===== src/design/assert_macros.svh =====
// Assertion helper macros used by the top-level design file
`ifndef ASSERT_MACROS_SVH
`define ASSERT_MACROS_SVH
`ifndef SYNTHESIS
`define ASSERT_IMPLIES(label, clk, rst_n, pre, post) \
    label: assert property (@(posedge clk) disable iff (!rst_n) (pre) |-> (post)) \
        else $error("assertion failed");
`define ASSERT_NEXT(label, clk, rst_n, pre, post) \
    label: assert property (@(posedge clk) disable iff (!rst_n) (pre) |=> (post)) \
        else $error("assertion failed");
`else
`define ASSERT_IMPLIES(label, clk, rst_n, pre, post)
`define ASSERT_NEXT(label, clk, rst_n, pre, post)
`endif
`endif


===== src/design/eds_pkg.sv =====
`timescale 1ns / 1ps
// ----------------------------------------------------------------------------
// eds_pkg: shared types and constants
// Payload structs, request kinds, controller states and the command bundle.
// ----------------------------------------------------------------------------
package eds_pkg;

    localparam int MaxLenDefault = 64;
    localparam int DistW         = 7;
    localparam int PctW          = 7;

    localparam logic [1:0] KIND_SOURCE  = 2'd0;
    localparam logic [1:0] KIND_TARGET  = 2'd1;
    localparam logic [1:0] KIND_COMPUTE = 2'd2;
    localparam logic [1:0] KIND_UNUSED  = 2'd3;

    typedef struct packed {
        logic [1:0] kind;
        logic [7:0] character;
    } in_item_t;

    typedef struct packed {
        logic [DistW-1:0] distance;
        logic [PctW-1:0]  match_percent;
        logic             truncated;
    } out_item_t;

    typedef enum logic [2:0] {
        ST_IDLE,
        ST_INIT,
        ST_ROW,
        ST_CELL,
        ST_DIV,
        ST_OUT
    } state_t;

    // controller to datapath
    typedef struct packed {
        logic load;      // accept a request into the datapath
        logic init_row;  // write row_mem[j] = j, advance j
        logic row_start; // begin row i
        logic cell_step; // evaluate one table entry
        logic div_start;
        logic div_step;
        logic finish;    // result accepted; clear lengths and truncation flag
    } cmd_t;

    // datapath to controller
    typedef struct packed {
        logic is_compute;
        logic init_last;
        logic rows_done;
        logic cell_last;
        logic div_done;
    } stat_t;

    function automatic logic [7:0] fold(input logic [7:0] c, input logic en);
        if (en && c >= 8'h41 && c <= 8'h5A)
            return c + 8'd32;
        return c;
    endfunction

endpackage


===== src/design/eds_ctrl.sv =====
`timescale 1ns / 1ps
// ----------------------------------------------------------------------------
// eds_ctrl: sequencing state machine
// Walks init, row and cell phases, then the percentage divide and output.
// ----------------------------------------------------------------------------
module eds_ctrl (
    input  logic           clk,
    input  logic           rst_n,
    input  logic           in_valid,
    output logic           in_ready,
    output logic           out_valid,
    input  logic           out_ready,
    input  eds_pkg::stat_t stat,
    output eds_pkg::cmd_t  cmd
);

    eds_pkg::state_t state_reg, state_next;

    always_ff @(posedge clk or negedge rst_n)
    begin
        if (!rst_n)
            state_reg <= eds_pkg::ST_IDLE;
        else
            state_reg <= state_next;
    end

    always_comb
    begin
        state_next = state_reg;
        cmd        = '0;
        in_ready   = 1'b0;
        out_valid  = 1'b0;
        unique case (state_reg)
            eds_pkg::ST_IDLE:
            begin
                in_ready = 1'b1;
                if (in_valid)
                begin
                    cmd.load = 1'b1;
                    if (stat.is_compute)
                        state_next = eds_pkg::ST_INIT;
                end
            end
            eds_pkg::ST_INIT:
            begin
                cmd.init_row = 1'b1;
                if (stat.init_last)
                    state_next = eds_pkg::ST_ROW;
            end
            eds_pkg::ST_ROW:
            begin
                if (stat.rows_done)
                begin
                    cmd.div_start = 1'b1;
                    state_next    = eds_pkg::ST_DIV;
                end
                else
                begin
                    cmd.row_start = 1'b1;
                    state_next    = eds_pkg::ST_CELL;
                end
            end
            eds_pkg::ST_CELL:
            begin
                cmd.cell_step = 1'b1;
                if (stat.cell_last)
                    state_next = eds_pkg::ST_ROW;
            end
            eds_pkg::ST_DIV:
            begin
                cmd.div_step = 1'b1;
                if (stat.div_done)
                    state_next = eds_pkg::ST_OUT;
            end
            eds_pkg::ST_OUT:
            begin
                out_valid = 1'b1;
                if (out_ready)
                begin
                    cmd.finish = 1'b1;
                    state_next = eds_pkg::ST_IDLE;
                end
            end
            default: state_next = eds_pkg::ST_IDLE;
        endcase
    end

endmodule


===== src/design/eds_datapath.sv =====
`timescale 1ns / 1ps
// ----------------------------------------------------------------------------
// eds_datapath: string stores, cost row and percentage divider
// One table cell per cycle, a setup step per row; restoring percentage divider.
// ----------------------------------------------------------------------------
module eds_datapath #(
    parameter int MAX_LEN = eds_pkg::MaxLenDefault
) (
    input  logic              clk,
    input  logic              rst_n,
    input  logic              case_fold,
    input  eds_pkg::in_item_t in_item,
    input  eds_pkg::cmd_t     cmd,
    output eds_pkg::stat_t    stat,
    output eds_pkg::out_item_t out_item
);

    localparam int AW  = $clog2(MAX_LEN);
    localparam int LW  = $clog2(MAX_LEN + 1);
    localparam int CW  = LW;              // cost values up to MAX_LEN
    localparam int NW  = LW + 8;          // 200*same + L
    localparam int DVW = LW + 1;          // 2*L

    logic [7:0] src_mem [MAX_LEN];
    logic [7:0] tgt_mem [MAX_LEN];
    logic [CW-1:0] row_mem [MAX_LEN+1];

    logic [LW-1:0] src_len_reg, tgt_len_reg;
    logic          ovf_reg;
    logic [LW-1:0] i_reg, j_reg;
    logic [CW-1:0] diag_reg, left_reg, up_reg;
    logic [7:0]    a_reg, b_reg;
    logic [NW-1:0] rem_reg, quo_reg;
    logic [DVW-1:0] den_reg;
    logic [$clog2(NW+1)-1:0] cnt_reg;
    logic [CW-1:0] dist_reg;

    logic src_full, tgt_full;
    assign src_full = (src_len_reg == LW'(MAX_LEN));
    assign tgt_full = (tgt_len_reg == LW'(MAX_LEN));

    // operands of the current entry were registered by the step before it
    logic [CW-1:0] cell_val, m1, m2;
    assign m1 = (diag_reg < up_reg) ? diag_reg : up_reg;
    assign m2 = (m1 < left_reg) ? m1 : left_reg;
    assign cell_val = (eds_pkg::fold(a_reg, case_fold) == eds_pkg::fold(b_reg, case_fold))
                    ? diag_reg : m2 + CW'(1);

    logic [LW-1:0] longer;
    assign longer = (src_len_reg > tgt_len_reg) ? src_len_reg : tgt_len_reg;

    // an empty string leaves the distance equal to the other length
    logic [CW-1:0] dist_val;
    assign dist_val = (src_len_reg == '0) ? CW'(tgt_len_reg)
                    : (tgt_len_reg == '0) ? CW'(src_len_reg) : left_reg;

    always_ff @(posedge clk)
    begin
        if (cmd.load && in_item.kind == eds_pkg::KIND_SOURCE && !src_full)
            src_mem[src_len_reg[AW-1:0]] <= in_item.character;
        if (cmd.load && in_item.kind == eds_pkg::KIND_TARGET && !tgt_full)
            tgt_mem[tgt_len_reg[AW-1:0]] <= in_item.character;
        if (cmd.init_row)
            row_mem[j_reg] <= CW'(j_reg);
        if (cmd.row_start)
        begin
            diag_reg <= CW'(i_reg);
            left_reg <= CW'(i_reg + LW'(1));
            a_reg    <= src_mem[i_reg[AW-1:0]];
            up_reg   <= row_mem[1];
            b_reg    <= tgt_mem[0];
        end
        if (cmd.cell_step)
        begin
            row_mem[j_reg] <= cell_val;
            diag_reg       <= up_reg;
            left_reg       <= cell_val;
            if (!stat.cell_last)
            begin
                up_reg <= row_mem[j_reg + LW'(1)];
                b_reg  <= tgt_mem[j_reg[AW-1:0]];
            end
        end
    end

    always_ff @(posedge clk or negedge rst_n)
    begin
        if (!rst_n)
        begin
            src_len_reg <= '0;
            tgt_len_reg <= '0;
            ovf_reg     <= 1'b0;
            i_reg       <= '0;
            j_reg       <= '0;
            cnt_reg     <= '0;
        end
        else
        begin
            if (cmd.load)
            begin
                j_reg <= '0;
                i_reg <= '0;
                if (in_item.kind == eds_pkg::KIND_SOURCE)
                begin
                    if (src_full) ovf_reg <= 1'b1;
                    else src_len_reg <= src_len_reg + LW'(1);
                end
                else if (in_item.kind == eds_pkg::KIND_TARGET)
                begin
                    if (tgt_full) ovf_reg <= 1'b1;
                    else tgt_len_reg <= tgt_len_reg + LW'(1);
                end
            end
            if (cmd.init_row)
                j_reg <= j_reg + LW'(1);
            if (cmd.row_start)
                j_reg <= LW'(1);
            if (cmd.cell_step)
            begin
                j_reg <= j_reg + LW'(1);
                if (j_reg >= tgt_len_reg)
                    i_reg <= i_reg + LW'(1);
            end
            if (cmd.div_start)
                cnt_reg <= '0;
            if (cmd.div_step)
                cnt_reg <= cnt_reg + ($bits(cnt_reg))'(1);
            if (cmd.finish)
            begin
                src_len_reg <= '0;
                tgt_len_reg <= '0;
                ovf_reg     <= 1'b0;
            end
        end
    end

    // restoring divider, one quotient bit per cycle
    logic [NW:0] trial;
    assign trial = {rem_reg, quo_reg[NW-1]} - (NW+1)'(den_reg);

    always_ff @(posedge clk)
    begin
        if (cmd.div_start)
        begin
            dist_reg <= dist_val;
            rem_reg  <= '0;
            quo_reg  <= NW'(200) * NW'((longer >= LW'(dist_val))
                        ? longer - LW'(dist_val) : LW'(0)) + NW'(longer);
            den_reg  <= {longer, 1'b0};
        end
        if (cmd.div_step && !stat.div_done)
        begin
            if (!trial[NW])
                rem_reg <= trial[NW-1:0];
            else
                rem_reg <= {rem_reg[NW-2:0], quo_reg[NW-1]};
            quo_reg <= {quo_reg[NW-2:0], !trial[NW]};
        end
    end

    logic [NW-1:0] pct;
    assign pct = (src_len_reg == '0 || tgt_len_reg == '0) ? '0
               : (quo_reg > NW'(100)) ? NW'(100) : quo_reg;

    always_comb
    begin
        stat.is_compute = (in_item.kind == eds_pkg::KIND_COMPUTE);
        stat.init_last  = (j_reg >= tgt_len_reg);
        stat.rows_done  = (i_reg >= src_len_reg);
        stat.cell_last  = (j_reg >= tgt_len_reg);
        stat.div_done   = (cnt_reg == ($bits(cnt_reg))'(NW));
        out_item.distance      = eds_pkg::DistW'(dist_reg);
        out_item.match_percent = pct[eds_pkg::PctW-1:0];
        out_item.truncated     = ovf_reg;
    end

endmodule


===== src/design/edit_distance_similarity.sv =====
`timescale 1ns / 1ps
// ----------------------------------------------------------------------------
// edit_distance_similarity: Levenshtein distance with similarity percentage
// Load requests are accepted while idle. A compute request raises out_valid
// once it has walked the table, one table cell per cycle with a setup step
// per row, and then run the bit-serial divide. One request at a time;
// input reopens after the result.
// Reset clears lengths, the truncation flag and sets case folding on.
// ----------------------------------------------------------------------------
`include "assert_macros.svh"
module edit_distance_similarity #(
    parameter int MAX_LEN = eds_pkg::MaxLenDefault
) (
    input  logic               clk,
    input  logic               rst_n,
    input  logic               cfg_we,
    input  logic               cfg_data,
    input  logic               in_valid,
    output logic               in_ready,
    input  eds_pkg::in_item_t  in_data,
    output logic               out_valid,
    input  logic               out_ready,
    output eds_pkg::out_item_t out_data
);

    logic          fold_reg;
    eds_pkg::cmd_t  cmd;
    eds_pkg::stat_t stat;

    always_ff @(posedge clk or negedge rst_n)
    begin
        if (!rst_n)
            fold_reg <= 1'b1;
        else if (cfg_we)
            fold_reg <= cfg_data;
    end

    eds_ctrl u_ctrl (
        .clk(clk), .rst_n(rst_n), .in_valid(in_valid), .in_ready(in_ready),
        .out_valid(out_valid), .out_ready(out_ready), .stat(stat), .cmd(cmd)
    );

    eds_datapath #(.MAX_LEN(MAX_LEN)) u_dp (
        .clk(clk), .rst_n(rst_n), .case_fold(fold_reg), .in_item(in_data),
        .cmd(cmd), .stat(stat), .out_item(out_data)
    );

    `ASSERT_IMPLIES(a_no_both, clk, rst_n, 1'b1, !(in_ready && out_valid))
    `ASSERT_NEXT(a_out_clears, clk, rst_n, out_valid && out_ready, in_ready)
    `ASSERT_IMPLIES(a_pct_range, clk, rst_n, out_valid, out_data.match_percent <= 7'd100)

endmodule

===== config.mk =====
export PLATFORM = sky130hd
export DESIGN_NAME = edit_distance_similarity
export DESIGN_NICKNAME = d
export VERILOG_FILES = /design/src/design/eds_pkg.sv /design/src/design/eds_ctrl.sv /design/src/design/eds_datapath.sv /design/src/design/edit_distance_similarity.sv
export VERILOG_INCLUDE_DIRS = /design/src /design/src/design
export SDC_FILE = /design/constraint.sdc
export NUM_CORES = 2
export LEC_CHECK = 0
export BUFFER_PORTS_ARGS = -buffer_cell sky130_fd_sc_hd__buf_2
export CORE_ASPECT_RATIO = 1.25
export CORE_MARGIN = 2
export CORE_UTILIZATION = 32
export CTS_CLUSTER_SIZE = 16
export DETAILED_ROUTE_END_ITERATION = 12
export GPL_ROUTABILITY_DRIVEN = 0
export GPL_TIMING_DRIVEN = 0
export PLACE_DENSITY_LB_ADDON = 0.2
export REMOVE_ABC_BUFFERS = 1
export SLEW_MARGIN = 20
export SYNTH_ARGS = -nofsm -noshare
export SYNTH_HDL_FRONTEND = slang
export SYNTH_HIERARCHICAL = 1
export SYNTH_SLANG_ARGS = --single-unit

===== constraint.sdc =====
create_clock -name clk -period 18.25 [get_ports clk]
set_input_delay 0.9125 -clock clk [delete_from_list [all_inputs] [get_ports clk]]
set_output_delay 0.9125 -clock clk [all_outputs]
set_load 0.02 [all_outputs]

==> flow_summary_export.csv <==
group,metric,value,unit
drt,drt_iter0_drc,2882,
timing,tns,0,ns
global_route,grt_pass1_vias,34000,
clocking,cts_root_buf,"clkbuf_16",
clocking,clock_sinks,1597,
critical_path,worst-path-max-fanout,13,
drt,avgViaCountPerCell,5.15,
drt,dr.pass1.iters,8,
drt,ant_nets,0,
critical_path,critical_path_arrival,8.48,ns
logic_synthesis,ys_types,76,
floorplanning,core-area,203000,sq um
logic_synthesis,yosysSeqAreaShare,73.3,%
logic_synthesis,ys_seq_elements,1597,
floorplanning,die_area,207000,sq um
timing,rsz0062_at_grt,"false",
timing,period_share,43.7,%
final_layout,drive_gt1_share,20.6,%
power,p_per_area,165,nW/um^2
critical_path,max_stage_delay,0.77,ns
logic_synthesis,synth.top_cell.area_share,71.4,%
drt,drc,0,
place,pre_cts_ws,10.37,ns
global_route,grt_max_degree,97,
run_status,status,"completed",
floorplanning,die_h,508,um
clocking,cts.repair.resized,0,
timing,setup_viol,0,
timing,period_minus_slack,7.98,ns
logic_synthesis,async_flop_share,2.32,%
timing,clock-skew-final,0.0625,ns
timing,final_max_slew_viol_count,0,
clocking,worstSkewPairLatency,0.82,ns
clocking,clk_pin_slew,0.06,ns
clocking,cts_made_buffers,161,
clocking,cts_setup_buffers,0,
final_layout,fillCellCount,18500,
flow_run,cap_violations,0,
clocking,htree_levels,4,
logic_synthesis,synthTopCellsByArea,"edfxtp_1, mux4_2, a22oi_1, ha_1, nor2_1",
critical_path,cp.required,18.75,ns
logic_synthesis,synth_top_cell_by_area,"edfxtp_1",
logic_synthesis,yosys-top-cells-count,"edfxtp_1, mux4_2, nor2_1",
logic_synthesis,avgSynthCellArea,18.4,sq um
timing,max-slew-margin-rel,29.6,%
floorplanning,rows,185,
final_layout,design_area,75300,sq um
clocking,cts_tree,"yes",
critical_path,critPathLaunchType,"register",
drt,post_drt_wl_per_cell,25.5,um
final_layout,area_growth,15.8,%
logic_synthesis,synth_ff_type,"edfxtp_1",
power,leakage,23.5,nW
clocking,holdBufCountCts,0,
critical_path,critPathCaptureType,"register",
final_layout,nets,3761,
logic_synthesis,synthCells,3533,
global_route,grt_util_all_layers,15.9,%
drt,num_vias,33500,
hold_path,hold_class,"in2async",
critical_path,critPathTopFamily,"compound AO/OA/AOI/OAI gates",
logic_synthesis,synth.most_common_cell,"edfxtp_1",
power,peakVddDrop,149,uV
place,dpl_cell_area,69800,sq um
floorplanning,ioPinCount,33,
critical_path,path_class,"reg2reg",
drt,drt_wl_total,166000,um
global_route,antenna_found_initial,1,
logic_synthesis,synth_edf_count,1545,
timing,max_freq,125,MHz
global_route,grt_pass1_wl,243000,um
place,numPortBuffers,32,
timing,layout_setup_ws,10.27,ns
floorplanning,start_util,32.1,%
critical_path,cp_slowest_cell,"dfrtp_1",
global_route,gr-total-overflow,0,
place,hpwl,108000,um
timing,worst_pin_slew,1.05,ns
clocking,clock_path_buffers,3,
floorplanning,die_w,407,um
logic_synthesis,ys_warn_count,6,
logic_synthesis,syn_area,65000,sq um
timing,finalHoldViolCount,0,
critical_path,worst-path-buf-inv,2,
-- report_power, final --
part	leakage [nW]	switching (mW)	internal, mW
logic	6.27	2.55	1.86
registers	14.6	0.186	4.38
clock network	2.65	1.44	1.97
total	23.5	4.17	8.21
-- cells by family after synthesis --
kind of cell	count (synthesis)	share of synthesized area (%)
fa+ha+maj	86	1.76
compound gates	523	5.70
simple gates	607	4.39
buf+inv	263	1.68
flops	1597	73.3
mux	405	12.5
xor+xnor	52	0.722
-- cells in the final DEF, fill, tap and decap left out, types with 20 or more instances in the layout --
cell / count
dfrtp_1: 29
nand2b_1: 21
a21oi_1: 63
o21ai_0: 63
buf_4: 50
clkbuf_1: 29
a31oi_1: 22
nand3_1: 51
buf_16: 34
nor3_1: 22
a22oi_1: 195
nand4_1: 54
nor2b_1: 20
clkbuf_16: 164
clkinv_2: 27
nand2_1: 103
nor2_1: 251
a22o_1: 34
xnor2_1: 38
inv_1: 75
mux2i_1: 64
buf_6: 27
mux4_2: 323
bufinv_16: 20
edfxtp_1: 1545
a21o_1: 22
a221oi_1: 36
clkinv_1: 32
ha_1: 76
buf_2: 24
-- worst register-to-register path, cell delays in order (launching register included) --
cell and delay (ns):
dfrtp_1 0.77, inv_1 0.35, ha_1 0.28, nand3b_1 0.14, a21oi_1 0.35, o31a_1 0.26
nor2_1 0.05, a21oi_1 0.38, ha_1 0.25, inv_1 0.06, fa_1 0.45, a211oi_1 0.30
o21ai_0 0.19, a21boi_1 0.76, nor2_1 0.25, xnor2_1 0.20, ha_1 0.30, fa_1 0.46
ha_1 0.23, a211oi_1 0.37, or2_2 0.21, a21oi_1 0.09, o21a_1 0.18, nor2_1 0.14
xnor3_1 0.38, xnor2_1 0.20, a21oi_1 0.09
-- per-layer routing --
| metal | GRT usage [%] | wire length, um | vias up |
|---|---|---|---|
| met2 | 27.0 | 83600 | 745 |
| met4 | 4.55 | 3610 | 0 |
| met1 | 21.5 | 72500 | 17800 |
| met5 | 0 | 0 | - |
| met3 | 1.86 | 6370 | 207 |
| li1 | - | - | 14700 |
-- per-stage QoR --
step | std cells | power (mW) | hold WS [ns] | util [%]
after floorplan | 3350 | 7.55 | 0.479 | -
after global placement | 6093 | 9.17 | 0.503 | 33.5
after detailed placement | 6207 | 9.11 | 0.511 | 34.5
after CTS | 6506 | 12.6 | 0.272 | 37.2
after global routing | 6507 | 13.0 | 0.131 | 37.2
final | 6507 | 12.4 | 0.131 | 37.2
-- path summary, 6_finish.rpt --
| kind | start | slack, ns | endpoint | cells after the start |
|---|---|---|---|---|
| setup / recovery | u_dp/src_len_reg[0] | 10.27 | u_dp/quo_reg[14] | 26 |
| hold / removal | rst_n | 0.13 | u_dp/tgt_len_reg[0] | 1 |
| setup reg to reg | u_dp/src_len_reg[0] | 10.27 | u_dp/quo_reg[14] | 26 |
| hold reg to reg | u_dp/row_mem[64][1] | 0.51 | u_dp/up_reg[1] | 2 |
| max in group asynchronous | rst_n | 17.64 | u_dp/j_reg[4] | 1 |
| min in group clk | cfg_data | 0.34 | fold_reg | 2 |
-- area by class of cell --
class / instances / area [sq um] / share of cell area [%]
antenna: 1 / 2.50 / 0.00332
clock buffer: 198 / 4280 / 5.69
clock inverter: 101 / 1190 / 1.59
inverter: 80 / 300 / 0.399
multi-input combinational: 1673 / 16500 / 21.9
sequential: 1597 / 47600 / 63.3
tap: 2711 / 3390 / 4.51
timing repair buffer: 146 / 1950 / 2.58
No activity file was read; power rests on OpenSTA's default activity.
